## config.mk

```make
export PLATFORM = sky130hd
export DESIGN_NAME = irc_line_framer_tokenizer_unit
export DESIGN_NICKNAME = d
export VERILOG_FILES = /design/src/rtl/core/irclt_pkg.sv /design/src/rtl/core/irc_line_framer_tokenizer_unit.sv /design/src/rtl/core/irclt_front.sv /design/src/rtl/core/irclt_queue.sv /design/src/rtl/core/irclt_back.sv
export SDC_FILE = /design/constraint.sdc
export NUM_CORES = 1
export LEC_CHECK = 0
export BUFFER_PORTS_ARGS = -buffer_cell sky130_fd_sc_hd__buf_2
export CORE_ASPECT_RATIO = 0.6
export CORE_UTILIZATION = 62
export CTS_BUF_LIST = sky130_fd_sc_hd__clkbuf_16
export CTS_CLUSTER_DIAMETER = 150
export DETAILED_ROUTE_END_ITERATION = 12
export GPL_TIMING_DRIVEN = 0
export PLACE_DENSITY = 0.81
export SLEW_MARGIN = 20
export SYNTH_ARGS = -nofsm -noshare
export SYNTH_HDL_FRONTEND = slang
export SYNTH_HIERARCHICAL = 1
export SYNTH_SLANG_ARGS = --single-unit
```

## constraint.sdc

```tcl
create_clock -name clk -period 7.25 [get_ports clk]
set_input_delay 0 -clock clk [delete_from_list [all_inputs] [get_ports clk]]
set_output_delay 0 -clock clk [all_outputs]
set_load 0.03 [all_outputs]
```

## src/rtl/core/irclt_pkg.sv

```systemverilog
`timescale 1ns / 1ps
// ----------------------------------------------------------------------------
// irclt_pkg: shared types and constants of the IRC line framer
// Byte codes, token phases, result item layout and queue sizing.
// ----------------------------------------------------------------------------
package irclt_pkg;

	localparam logic [7:0] CH_CR    = 8'h0D;
	localparam logic [7:0] CH_LF    = 8'h0A;
	localparam logic [7:0] CH_COLON = 8'h3A;
	localparam logic [7:0] CH_SPACE = 8'h20;

	localparam int         LEN_W          = 10;
	localparam logic [LEN_W-1:0] LINE_LEN_RESET = 10'd510;

	// default depth of the front-to-back request queue
	localparam int         IRCLT_QDEPTH   = 4;

	typedef enum logic [2:0] {
		PH_START    = 3'd0,
		PH_PREFIX   = 3'd1,
		PH_COMMAND  = 3'd2,
		PH_PARAMS   = 3'd3,
		PH_TRAILING = 3'd4
	} phase_t;

	typedef enum logic [1:0] {
		KIND_PREFIX   = 2'd0,
		KIND_COMMAND  = 2'd1,
		KIND_PARAM    = 2'd2,
		KIND_TRAILING = 2'd3
	} kind_t;

	typedef struct packed {
		logic [7:0] data_byte;
		kind_t      token_kind;
		logic       token_first;
		logic       line_end;
		logic       truncated;
	} item_t;

	// up to two result items produced by one accepted byte
	typedef struct packed {
		logic [1:0] n;
		item_t      item0;
		item_t      item1;
	} push_t;

	typedef struct packed {
		logic [LEN_W-1:0] count;
		phase_t           phase;
		logic             ats;
	} line_state_t;

	localparam line_state_t LINE_RESET = '{count: '0, phase: PH_START, ats: 1'b1};

	localparam item_t LINE_END_ITEM = '{data_byte: 8'd0, token_kind: KIND_PREFIX,
		token_first: 1'b0, line_end: 1'b1, truncated: 1'b0};

	localparam item_t TRUNC_END_ITEM = '{data_byte: 8'd0, token_kind: KIND_PREFIX,
		token_first: 1'b0, line_end: 1'b1, truncated: 1'b1};

endpackage

```

## src/rtl/core/irc_line_framer_tokenizer_unit.sv

```systemverilog
`timescale 1ns / 1ps
// ----------------------------------------------------------------------------
// irc_line_framer_tokenizer_unit: IRC line framer and tokenizer
// Frames CR LF lines from a byte stream and tags content bytes by token.
// ----------------------------------------------------------------------------
//
// Channel   Direction  Handshake              Payload
// s_axis    in         tvalid/tready          tdata = rx_byte
// m_axis    out        tvalid/tready          tdata = data_byte, tlast = line_end,
//                                             tuser = kind, first, truncated
// cfg       in         cfg_we (no wait)       cfg_wdata = max_line_len
//
// Flow: one received byte per cycle while s_axis_tready is high; a result
//   item reaches m_axis through the queue write, then the output register,
//   once that register is free. A byte gives zero, one or two items.
// Stalls: s_axis_tready drops while fewer than two queue slots are free, so
//   a back-pressured master side fills the queue before the slave side stops.
// Reset: arst_n clears line state, queue pointers and the output valid;
//   max_line_len returns to 510.
//
module irc_line_framer_tokenizer_unit #(
	parameter int QUEUE_DEPTH = irclt_pkg::IRCLT_QDEPTH
) (
	input  logic                         clk,
	input  logic                         arst_n,
	input  logic                         cfg_we,
	input  logic [irclt_pkg::LEN_W-1:0]  cfg_wdata,
	input  logic                         s_axis_tvalid,
	output logic                         s_axis_tready,
	input  logic [7:0]                   s_axis_tdata,   // [7:0] rx_byte
	output logic                         m_axis_tvalid,
	input  logic                         m_axis_tready,
	output logic [7:0]                   m_axis_tdata,   // [7:0] data_byte
	output logic                         m_axis_tlast,   // line_end
	output logic [3:0]                   m_axis_tuser    // [1:0] token_kind,
	                                                     // [2] token_first,
	                                                     // [3] truncated
);
	import irclt_pkg::*;

	logic  in_accept;
	push_t push;
	logic  q_room;
	logic  q_pop;
	logic  q_nonempty;
	item_t q_head;
	item_t out_item;

	// accept a byte whenever the queue can absorb the worst case of two items
	assign s_axis_tready = q_room;
	assign in_accept     = s_axis_tvalid && s_axis_tready;

	// front: classify the byte and advance the line and token state
	irclt_front u_front (
		.clk       (clk),
		.arst_n    (arst_n),
		.cfg_we    (cfg_we),
		.cfg_wdata (cfg_wdata),
		.accept    (in_accept),
		.rx_byte   (s_axis_tdata),
		.push      (push)
	);

	// queue: decouple the classifier from the output handshake
	irclt_queue #(
		.QUEUE_DEPTH (QUEUE_DEPTH)
	) u_queue (
		.clk      (clk),
		.arst_n   (arst_n),
		.push     (push),
		.room     (q_room),
		.pop      (q_pop),
		.nonempty (q_nonempty),
		.head     (q_head)
	);

	// back: hold the current result until the master side takes it
	irclt_back u_back (
		.clk        (clk),
		.arst_n     (arst_n),
		.q_nonempty (q_nonempty),
		.q_head     (q_head),
		.q_pop      (q_pop),
		.out_valid  (m_axis_tvalid),
		.out_ready  (m_axis_tready),
		.out_item   (out_item)
	);

	// unpack the result item onto the stream fields
	assign m_axis_tdata = out_item.data_byte;
	assign m_axis_tlast = out_item.line_end;
	assign m_axis_tuser = {out_item.truncated, out_item.token_first, out_item.token_kind};

endmodule

```

## src/rtl/core/irclt_front.sv

```systemverilog
`timescale 1ns / 1ps
// ----------------------------------------------------------------------------
// irclt_front: byte classifier
// Frames lines, tracks token phase and turns each byte into zero to two items.
// ----------------------------------------------------------------------------
module irclt_front (
	input  logic                         clk,
	input  logic                         arst_n,
	input  logic                         cfg_we,
	input  logic [irclt_pkg::LEN_W-1:0]  cfg_wdata,
	input  logic                         accept,
	input  logic [7:0]                   rx_byte,
	output irclt_pkg::push_t             push
);
	import irclt_pkg::*;

	typedef struct packed {
		line_state_t st;
		logic        vld;
		logic        ovf;
		item_t       item;
	} cb_t;

	typedef struct packed {
		line_state_t st;
		logic        cr;
		logic        disc;
		push_t       push;
	} step_t;

	line_state_t      ls_q;
	logic             cr_q;
	logic             disc_q;
	logic [LEN_W-1:0] max_len_q;
	step_t            step;

	// one content byte against the current line state
	function automatic cb_t content_byte(line_state_t st, logic [7:0] c,
			logic [LEN_W-1:0] maxl);
		cb_t r;
		r      = '0;
		r.st   = st;
		if (st.count >= maxl) begin
			r.vld  = 1'b1;
			r.ovf  = 1'b1;
			r.item = TRUNC_END_ITEM;
			r.st   = LINE_RESET;
		end else begin
			r.st.count = st.count + LEN_W'(1);
			if (st.phase == PH_TRAILING) begin
				r.vld                 = 1'b1;
				r.item.data_byte      = c;
				r.item.token_kind     = KIND_TRAILING;
				r.item.token_first    = st.ats;
				r.st.ats              = 1'b0;
			end else if (c == CH_SPACE) begin
				unique case (st.phase)
					PH_PREFIX: begin
						r.st.phase = PH_COMMAND;
						r.st.ats   = 1'b1;
					end
					PH_COMMAND: begin
						if (!st.ats) begin
							r.st.phase = PH_PARAMS;
							r.st.ats   = 1'b1;
						end
					end
					PH_PARAMS: begin
						r.st.ats = 1'b1;
					end
					default: begin
					end
				endcase
			end else begin
				r.vld            = 1'b1;
				r.item.data_byte = c;
				r.st.ats         = 1'b0;
				unique case (st.phase)
					PH_PREFIX: begin
						r.item.token_kind  = KIND_PREFIX;
						r.item.token_first = 1'b0;
					end
					PH_COMMAND: begin
						r.item.token_kind  = KIND_COMMAND;
						r.item.token_first = st.ats;
					end
					PH_PARAMS: begin
						r.item.token_first = st.ats;
						if (st.ats && c == CH_COLON) begin
							r.st.phase        = PH_TRAILING;
							r.item.token_kind = KIND_TRAILING;
						end else begin
							r.item.token_kind = KIND_PARAM;
						end
					end
					default: begin
						r.item.token_first = 1'b1;
						if (c == CH_COLON) begin
							r.st.phase        = PH_PREFIX;
							r.item.token_kind = KIND_PREFIX;
						end else begin
							r.st.phase        = PH_COMMAND;
							r.item.token_kind = KIND_COMMAND;
						end
					end
				endcase
			end
		end
		return r;
	endfunction

	// full per-byte transition: discard, pending CR, then the byte itself
	function automatic step_t do_step(line_state_t st, logic cr, logic disc,
			logic [7:0] b, logic [LEN_W-1:0] maxl);
		step_t s;
		cb_t   r0;
		cb_t   r1;
		logic  go;
		s      = '0;
		s.st   = st;
		s.cr   = cr;
		s.disc = disc;
		r0     = '0;
		r1     = '0;
		go     = 1'b0;
		if (disc) begin
			if (cr && b == CH_LF) begin
				s.cr   = 1'b0;
				s.disc = 1'b0;
				s.st   = LINE_RESET;
			end else begin
				s.cr = (b == CH_CR);
			end
		end else begin
			go = 1'b1;
			if (cr) begin
				s.cr = 1'b0;
				if (b == CH_LF) begin
					s.push.n     = 2'd1;
					s.push.item0 = LINE_END_ITEM;
					s.st         = LINE_RESET;
					go           = 1'b0;
				end else begin
					r0   = content_byte(st, CH_CR, maxl);
					s.st = r0.st;
					if (r0.vld) begin
						s.push.n     = 2'd1;
						s.push.item0 = r0.item;
					end
					if (r0.ovf) begin
						s.disc = 1'b1;
						s.cr   = (b == CH_CR);
						go     = 1'b0;
					end
				end
			end
			if (go) begin
				if (b == CH_CR) begin
					s.cr = 1'b1;
				end else begin
					r1   = content_byte(s.st, b, maxl);
					s.st = r1.st;
					if (r1.vld) begin
						if (s.push.n == 2'd0) begin
							s.push.item0 = r1.item;
						end else begin
							s.push.item1 = r1.item;
						end
						s.push.n = s.push.n + 2'd1;
					end
					if (r1.ovf) begin
						s.disc = 1'b1;
						s.cr   = 1'b0;
					end
				end
			end
		end
		return s;
	endfunction

	always_comb begin
		step = do_step(ls_q, cr_q, disc_q, rx_byte, max_len_q);
	end

	// outputs: items go to the queue only for an accepted byte
	always_comb begin
		push = step.push;
		if (!accept) begin
			push.n = 2'd0;
		end
	end

	always_ff @(posedge clk or negedge arst_n) begin
		if (!arst_n) begin
			ls_q   <= LINE_RESET;
			cr_q   <= 1'b0;
			disc_q <= 1'b0;
		end else if (accept) begin
			ls_q   <= step.st;
			cr_q   <= step.cr;
			disc_q <= step.disc;
		end
	end

	always_ff @(posedge clk or negedge arst_n) begin
		if (!arst_n) begin
			max_len_q <= LINE_LEN_RESET;
		end else if (cfg_we) begin
			max_len_q <= cfg_wdata;
		end
	end

endmodule

```

## src/rtl/core/irclt_queue.sv

```systemverilog
`timescale 1ns / 1ps
// ----------------------------------------------------------------------------
// irclt_queue: request queue between front and back
// Takes up to two items per cycle, gives one per cycle while pop is high.
// ----------------------------------------------------------------------------
module irclt_queue #(
	parameter int QUEUE_DEPTH = irclt_pkg::IRCLT_QDEPTH
) (
	input  logic              clk,
	input  logic              arst_n,
	input  irclt_pkg::push_t  push,
	output logic              room,
	input  logic              pop,
	output logic              nonempty,
	output irclt_pkg::item_t  head
);
	import irclt_pkg::*;

	localparam int AW = (QUEUE_DEPTH > 1) ? $clog2(QUEUE_DEPTH) : 1;
	localparam int CW = $clog2(QUEUE_DEPTH + 1);

	item_t           mem_q [QUEUE_DEPTH];
	logic [AW-1:0]   wp_q;
	logic [AW-1:0]   rp_q;
	logic [CW-1:0]   cnt_q;
	logic [AW-1:0]   wp1;
	logic [AW-1:0]   wp2;

	function automatic logic [AW-1:0] nxt(logic [AW-1:0] p);
		return (p == AW'(QUEUE_DEPTH - 1)) ? '0 : p + AW'(1);
	endfunction

	assign wp1      = nxt(wp_q);
	assign wp2      = nxt(wp1);
	assign room     = (cnt_q <= CW'(QUEUE_DEPTH - 2));
	assign nonempty = (cnt_q != '0);
	assign head     = mem_q[rp_q];

	always_ff @(posedge clk) begin
		if (push.n != 2'd0) begin
			mem_q[wp_q] <= push.item0;
		end
		if (push.n == 2'd2) begin
			mem_q[wp1] <= push.item1;
		end
	end

	always_ff @(posedge clk or negedge arst_n) begin
		if (!arst_n) begin
			wp_q  <= '0;
			rp_q  <= '0;
			cnt_q <= '0;
		end else begin
			case (push.n)
				2'd1:    wp_q <= wp1;
				2'd2:    wp_q <= wp2;
				default: wp_q <= wp_q;
			endcase
			if (pop) begin
				rp_q <= nxt(rp_q);
			end
			cnt_q <= cnt_q + CW'(push.n) - CW'(pop);
		end
	end

endmodule

```

## src/rtl/core/irclt_back.sv

```systemverilog
`timescale 1ns / 1ps
// ----------------------------------------------------------------------------
// irclt_back: output stage
// Holds one result item in a register toward the master side.
// ----------------------------------------------------------------------------
module irclt_back (
	input  logic              clk,
	input  logic              arst_n,
	input  logic              q_nonempty,
	input  irclt_pkg::item_t  q_head,
	output logic              q_pop,
	output logic              out_valid,
	input  logic              out_ready,
	output irclt_pkg::item_t  out_item
);
	import irclt_pkg::*;

	logic  vld_q;
	item_t item_q;
	logic  load;

	assign load      = !vld_q || out_ready;
	assign q_pop     = q_nonempty && load;
	assign out_valid = vld_q;
	assign out_item  = item_q;

	always_ff @(posedge clk or negedge arst_n) begin
		if (!arst_n) begin
			vld_q <= 1'b0;
		end else if (load) begin
			vld_q <= q_nonempty;
		end
	end

	always_ff @(posedge clk) begin
		if (q_pop) begin
			item_q <= q_head;
		end
	end

endmodule

```

Word level (Yosys, flattened, before mapping)
Memory sizes are Yosys's and may differ from the RTL's. A register that Yosys moved wholly into a read port is not among the register bits.
Index checks and enable logic that the tools add are counted.

operators by class
  add/subtract/negate cells = 8
  $lt $le $gt $ge = 3
  equality and inequality tests = 18
  multiplexer cells = 72
  reduce and logical (&&, ||, !) cells = 14

operator list
  operator                                                          number
  15-bit 2-to-1 mux                                                 9
  31-bit 2-to-1 mux                                                 2
  14-bit 2-to-1 mux                                                 4
  28-bit 2-to-1 mux                                                 2
  11-bit 2-to-1 mux                                                 4
  44-bit 2-to-1 mux                                                 1
  29-bit 2-to-1 mux                                                 1
  13-bit 2-to-1 mux                                                 2
  1-bit 2-to-1 mux                                                  22
  2-bit 2-to-1 mux                                                  11
  10-bit by 1-bit adder with 10-bit output (second input constant)  2
  10-bit >= comparator                                              2
  3-bit one-hot mux with 3 select lines                             2
  8-bit by 4-bit == test with 1-bit output (second input constant)  2
  8-bit by 6-bit == test with 1-bit output (second input constant)  2
  16-bit 2-to-1 mux                                                 1
  3-bit 2-to-1 mux                                                  5
  3-bit by 2-bit == test with 1-bit output (second input constant)  4
  3-bit one-hot mux with 2 select lines                             2
  2-bit by 1-bit adder with 2-bit output (second input constant)    4
  2-bit == test (second input constant)                             4
  4-bit 2-to-1 mux                                                  2
  3-bit by 1-bit == test with 1-bit output (second input constant)  2
  3-bit == test (second input constant)                             2
  other kinds (16)                                                  21

word-level totals
  flip-flop bits (word level) = 34
  bits in writable memories = 52
  bits of input ports = 23
  output and inout bits = 15
  memories kept = 1

memory list
  name           depth  bits a word  rd ports  clocked after Yosys merged registers in  wr ports  RTL line           RTL
  u_queue.mem_q  4      13           1         1                                        2         irclt_queue.sv:22  item_t mem_q [QUEUE_DEPTH];

Depth between registers and ports, before layout
Gate-level depths: netlist of run 1.

  word-level depth = 29
  mapped depth = 23
  depth with buffers taken out = 23

By module
Netlist of run 1, hierarchy kept.

modules (own cells, without submodules)
  module                          times used  cells each  area an instance (µm²)  sequential area each (µm²)
  irclt_queue                     1           178         3,005.4                 1,736.7
  irclt_front                     1           368         2,846.5                 661.9
  irclt_back                      1           17          434.2                   415.4
  irc_line_framer_tokenizer_unit  1           1           6.3                     0.0

Worst setup path before layout of run 1
No wires, ideal clock.

  kind = reg2reg
  start = reg u_front.max_len_q[7]
  end = mem u_queue/mem_q[0][0] (netlist bit) (enable)
  library setup time = 0.401 ns
  arrival = 4.954 ns
  slack = 1.895 ns
  stages on the path, launching flop included = 21
  path buffers = 0
  period minus slack after synthesis = 5.355 ns
  cell sequence = dfstp_2 > inv_1 > ha_1 > a211o_2 > a21oi_2 > o41ai_2 > or3_1 > nor2_2 > a22o_2 > ha_1 > nand2_1 > o21ai_0 > a41oi_1 > o21a_1 > nand2_1 > ha_1 > nand2_1 > a21boi_0 > inv_1 > ha_1 > o21ai_0

RTL lines
  element                 RTL line            RTL
  start, declared         irclt_front.sv:34   logic [LEN_W-1:0] max_len_q;
  start signal, assigned  irclt_front.sv:209  max_len_q <= cfg_wdata;
  end, declared           irclt_queue.sv:22

==> results of run 1 <==
## final cells by class
type | count | area, sq um | share of cell area [%]
plain buffers | 49 | 360 | 5.08
clock inverters | 7 | 51.3 | 0.723
flip-flops and latches | 99 | 2810 | 39.6
clock buffers | 9 | 225 | 3.17
inverters | 31 | 116 | 1.64
well taps | 135 | 169 | 2.38
repair buffers | 52 | 345 | 4.87
multi-input cells | 385 | 3020 | 42.5
## power breakdown
| group | total, W | switching (W) | internal, W | leakage [nW] |
|---|---|---|---|---|
| registers | 0.000703 | 0.0000337 | 0.000669 | 1.05 |
| clock network | 0.000457 | 0.000221 | 0.000235 | 0.129 |
| logic | 0.000377 | 0.000218 | 0.000159 | 1.83 |
## placed cells by master (no fill, tap or decap), types with 13 or more instances in the layout
master and count:
edfxtp_1 65, mux2_2 55, nand2_1 47, nor2_1 40, buf_2 39, o21ai_0 36
ha_1 33, inv_1 30, buf_4 30, dfrtp_1 25, a21oi_1 21, and3_1 16
mux4_2 13
## worst max-delay path by stage
stage,slack [ns],startpoint,end
4_1_cts,0.85,u_front/max_len_q[7],u_queue/mem_q[3][7]
6_report,0.67,u_front/max_len_q[7],u_queue/mem_q[3][7]
2_1_floorplan,1.89,u_front/max_len_q[7],u_queue/mem_q[0][0]
3_5_place_dp,0.88,u_front/max_len_q[7],u_queue/mem_q[3][7]
5_1_grt,0.46,u_front/max_len_q[7],u_queue/mem_q[3][7]
3_3_place_gp,-0.11,u_front/max_len_q[7],u_queue/mem_q[1][9]
## critical path: stages (launching register included)
cell and delay (ns):
dfstp_2 0.52, inv_1 0.06, ha_1 0.29, a211o_2 0.34, a21oi_2 0.20, o41ai_2 0.18, or3_1 0.50, nor2_2 0.44
a22o_2 0.25, ha_1 0.23, nand2_1 0.07, o21ai_0 0.11, a41oi_1 0.26, o21a_1 0.38, nand2_1 0.10, ha_1 0.29
nand2_1 0.04, a21boi_0 0.66, inv_1 0.16, ha_1 0.32, nand2_1 0.26, buf_4 0.29, mux2_2 0.36
## stage by stage
stage               setup slack [ns]  setup TNS (ns)  cell area [sq um]
floorplan                       1.89               0               6290
global placement              -0.115           -4.24               6640
detailed placement             0.877               0               6700
CTS                            0.853               0               7100
global route                   0.465               0               7100
finish                         0.666               0               7100
## per-layer routing
metal,vias to the layer above,routed length [um]
met3,22,1570
met5,-,0
met1,2302,6770
met4,0,184
li1,2173,-
met2,254,6710
## flip-flops by register name (all words and copies together), names as in the netlist
signal,count
u_queue/rp_q,2
u_queue/wp_q,2
u_front/cr_q,1
u_front/max_len_q,10
u_front/disc_q,1
u_back/out_item,13
u_back/out_valid,1
u_queue/mem_q,52
u_front/ls_q,14
u_queue/cnt_q,3
## logic make-up after synthesis
kind of cell               Yosys count  synth area share, %
xor gates and xnor gates            17                 2.37
and+or+nand+nor                    156                 12.5
other                                1               0.0596
muxes                               70                 14.8
DFF                                 99                 44.7
AOI/OAI and AO/OA                  107                 11.1
buffers and inverters               80                 7.58
adders and majority gates           34                 6.88
==> out/results.txt, run 1 <==
vias per inst: 6.19
Synth Instances: 564
drt wl/cell: 19.9 um
crit share post-route: 90.8%
WHS Path Cells: 3
status: complete, no violations
share of cells above drive strength 1: 29.7%
gr usage total: 30.6%
Ports: 38
unrepaired setup endpoints after global routing: false
Die Ht: 80.0 um
initial detailed-routing violation count: 562
fillers: 667
async set-reset flop share out of synthesis: 34.3%
GRT met2 Usage: 46.6%
Final min period: 6.58 ns
GPL Wtd Cong: 0.906
worst-path fanout max: 10
f_max: 152 MHz
Post-DRT Antenna Nets: 0
minimum setup slack among reg-to-reg paths: 0.67 ns
Post-CTS Setup Bufs: 0
initial antenna violation count: 0
TritonCTS clock tree: yes
met3 GRT Util: 6.48%
Hold-fix buffers, CTS: 12
Mapped Nets: 621
setup violators final: 0
#FFs+latches synth: 99
Total Die Area: 0.0106 sq mm
CP arrival: 6.68 ns
Area Growth Syn to Fin: 12.8%
initial core utilization: 63.9%
critical path class: flip-flop to flip-flop
GRT Max-Usage Layer: met2
Cell variety after synth: 65
Hold Path Sink: u_front/max_len_q[7]
Root Buffer: clkbuf_16
clk slew on worst S/H paths: 0.07 ns
hpwl dp: 11100 um
Core Area: 0.00984 sq mm
n_diodes: 0
maximum VDD drop: 0.175 mV
Final Hold Fails: 0
clk buf depth: 2
GR Layer Usage met1: 44.6%
Yosys top cell area share: 31.0%
Util after Layout: 72.1%
Post-CTS Resized: 0
ranking of synthesized cells by area: edfxtp_1 (31%), dfrtp_1 (9.9%), mux2_2 (9.8%)
skew final: 0.00752 ns
post-synthesis sequential area ratio: 44.7%
R2R depth: 22
clk sinks: 99
EDFF count, synth: 65
first-pass GRT wire length: 24300 um
P_leak: 3.01 nW
type of origin of the critical path: flip-flop
CP Data Required Time: 7.35 ns
Mapped Area: 0.00629 sq mm
IO buf count: 36
hold_sp: cfg_we
drt drc: 0
worst hold path type: input pin to flip-flop
Slew headroom: 32.5%
Power, Total: 0.00154 W
H-tree levels: 3
Slew Viols, Final: 0
R2R Path End: u_queue/mem_q[3][7]
later-pin clock latency in the skew report: 0.35 ns
grt ovf: 0
pwr dens: 216 mW/mm^2
top cells by count, synth: edfxtp_1 (65), mux2_2 (55), nand2_1 (47), nor2_1 (40), o21ai_0 (40)
Worst setup EP type: flip-flop
Max-Cap Viols: 0
Yosys warning total: 6
Die W: 132 um
Final Net Count: 684
Synth Area per Inst: 11.2 sq um
Worst Tran Pin Value: 1.00 ns
hold_ws: 0.0384 ns
Post-Layout Cell Count: 767
TritonRoute pass-1 iters: 6
Cells after DPL: 739
dominant cell by count in the synthesized netlist: edfxtp_1
vias in the first global route: 4582
ys flop type: edfxtp_1
launching point of the worst reg2reg path: u_front/max_len_q[7]
row count: 28
Vias: 4751
cell taking the most area after synthesis: edfxtp_1
largest net degree at the start of global routing: 35
CTS buffer count: 9
Post-Route WL: 15200 um
Note: power is estimated with default switching activity, not from simulation.
==> run 2, diff against run 1 <==
Settings changed: CELL_PAD_IN_SITES_DETAIL_PLACEMENT set to 1, CELL_PAD_IN_SITES_GLOBAL_PLACEMENT set to 1, CORE_UTILIZATION 62 to 50, PLACE_DENSITY 0.81 to not set, PLACE_DENSITY_LB_ADDON set to 0.1.
==> out/results.txt, run 2 (synthesis gave the netlist of run 1 again) <==
CTS buffer count: 9
WHS Path Cells: 3
Max-Cap Viols: 0
status: complete, no violations
Root Buffer: clkbuf_16
n_diodes: 0
TritonRoute pass-1 iters: 5
Die Ht: 88.9 um
initial antenna violation count: 0
f_max: 152 MHz
initial core utilization: 51.7%
Slew Viols, Final: 0
share of cells above drive strength 1: 29.6%
finished layout cell area: 0.00714 sq mm
Ports: 38
Post-DRT Antenna Nets: 0
gr usage total: 28.2%
type of origin of the critical path: flip-flop
Max stage delay on crit path: 0.52 ns
clk slew on worst S/H paths: 0.07 ns
minimum setup slack among reg-to-reg paths: 0.65 ns
worst hold path type: input pin to flip-flop
Largest Register: u_queue/mem_q
initial detailed-routing violation count: 408
metal2 WL: 7510 um
Die W: 147 um
clk buf depth: 2
pwr dens: 215 mW/mm^2
vias per inst: 5.89
Final Net Count: 684
worst-path fanout max: 10
skew final: 0.00635 ns
hpwl dp: 13100 um
Vias: 4696
CP arrival: 6.70 ns
crit share post-route: 91.0%
CP Data Required Time: 7.36 ns
first-pass GRT wire length: 27400 um
CP cell instances: inv_1, ha_1, a211o_2, a21oi_2, o41ai_2, or3_1, nor2_2, a22o_2, ha_1, nand2_1, o21ai_0, a41oi_1, o21a_1, nand2_1, ha_1, nand2_1, a21boi_0, inv_1, ha_1, nand2_1, buf_4, o21ai_2, buf_6
cell family with most CP delay: compound AO/OA/AOI/OAI gates
largest net degree at the start of global routing: 35
launching point of the worst reg2reg path: u_front/max_len_q[7]
Buf/Inv on CP: 4
worst setup path startpoint: u_front/max_len_q[7]
R2R Path End: u_queue/mem_q[2][9]
Slew headroom: 34.0%
GPL Wtd Cong: 0.881
Area Growth Syn to Fin: 13.4%
IO buf count: 36
Hold Path Sink: u_front/max_len_q[4]
Final min period: 6.60 ns
DRT met1 WL: 8840 um
row count: 31
drt wl/cell: 21.8 um
drt drc: 0
TritonCTS clock tree: yes
Total Die Area: 0.0131 sq mm
grt ovf: 0
Top Metal Used: met4
hold_ws: 0.0756 ns
most frequent cells in the layout: edfxtp_1 (65), mux2_2 (55), nand2_1 (47)
Util after Layout: 58.6%
setup violators final: 0
maximum VDD drop: 0.110 mV
unrepaired setup endpoints after global routing: false
commonest non-fill, non-tap cell in the layout: edfxtp_1
dpl cell area: 0.00675 sq mm
max reg flops: 52
H-tree levels: 3
hold_sp: cfg_we
R2R depth: 23
Post-Route WL: 17400 um
Worst setup EP type: flip-flop
critical path class: flip-flop to flip-flop
later-pin clock latency in the skew report: 0.34 ns
Max stage delay cell, worst path: dfstp_2
Worst Tran Pin Value: 0.986 ns
Routed met3 length: 922 um
P_leak: 3.02 nW
vias in the first global route: 4894
Final Hold Fails: 0
clk sinks: 99
Core Area: 0.0122 sq mm
-- run 2: report_power, final --
group | switching, W | total [W] | internal (W)
Combinational | 0.000228 | 0.000387 | 0.000159
Sequential | 0.0000329 | 0.000702 | 0.000669
Clock | 0.000214 | 0.000445 | 0.000232
Total | 0.000475 | 0.00153 | 0.00106
-- run 2: tightest hold or removal path, delay by kind of cell --
family | cells | cell delay, ns
AOI/OAI and AO/OA | 1 | 0.07
buffers and inverters | 1 | 0.23
and+or+nand+nor | 1 | 0.11
-- run 2: layer usage --
layer / global-route usage, % / vias up
met2: 42.7 / 130
met5: 0 / -
met4: 7.01 / 0
met1: 42.5 / 2377
met3: 4.18 / 15
li1: - / 2174
-- run 2: area by class of cell --
type	count	area [sq um]
inverter	31	116
multi-input combinational	385	3020
clock inverter	7	45.0
timing repair buffer	52	353
sequential	99	2810
clock buffer	9	225
tap	165	206
fill	1322	5040
buffer	49	360
-- run 2: worst max-delay path by stage --
stage	to	slack, ns	cells past startpoint
floorplan	u_queue/mem_q[0][0]	1.89	20
global placement	u_queue/mem_q[2][9]	-0.37	20
detailed placement	u_queue/mem_q[2][4]	0.78	23
CTS	u_queue/mem_q[2][11]	0.76	23
global route	u_queue/mem_q[2][3]	0.32	23
finish	u_queue/mem_q[2][9]	0.65	23
-- run 2: timing repair --
action                                 4_1_cts  5_1_grt
setup endpoints to repair                    0        0
hold buffers                                12        0
setup buffers                                0        0
endpoints found under the hold margin       36        0
gates resized for setup                      0        0
-- run 2: through the flow --
step | std cells | total power [W] | setup slack (ns) | TNS, ns
after floorplan | 564 | 0.000978 | 1.89 | 0
after global routing | 797 | 0.00160 | 0.318 | 0
after CTS | 797 | 0.00155 | 0.756 | 0
final | 797 | 0.00153 | 0.654 | 0
after detailed placement | 769 | 0.00110 | 0.781 | 0
after global placement | 765 | 0.00107 | -0.370 | -14.72
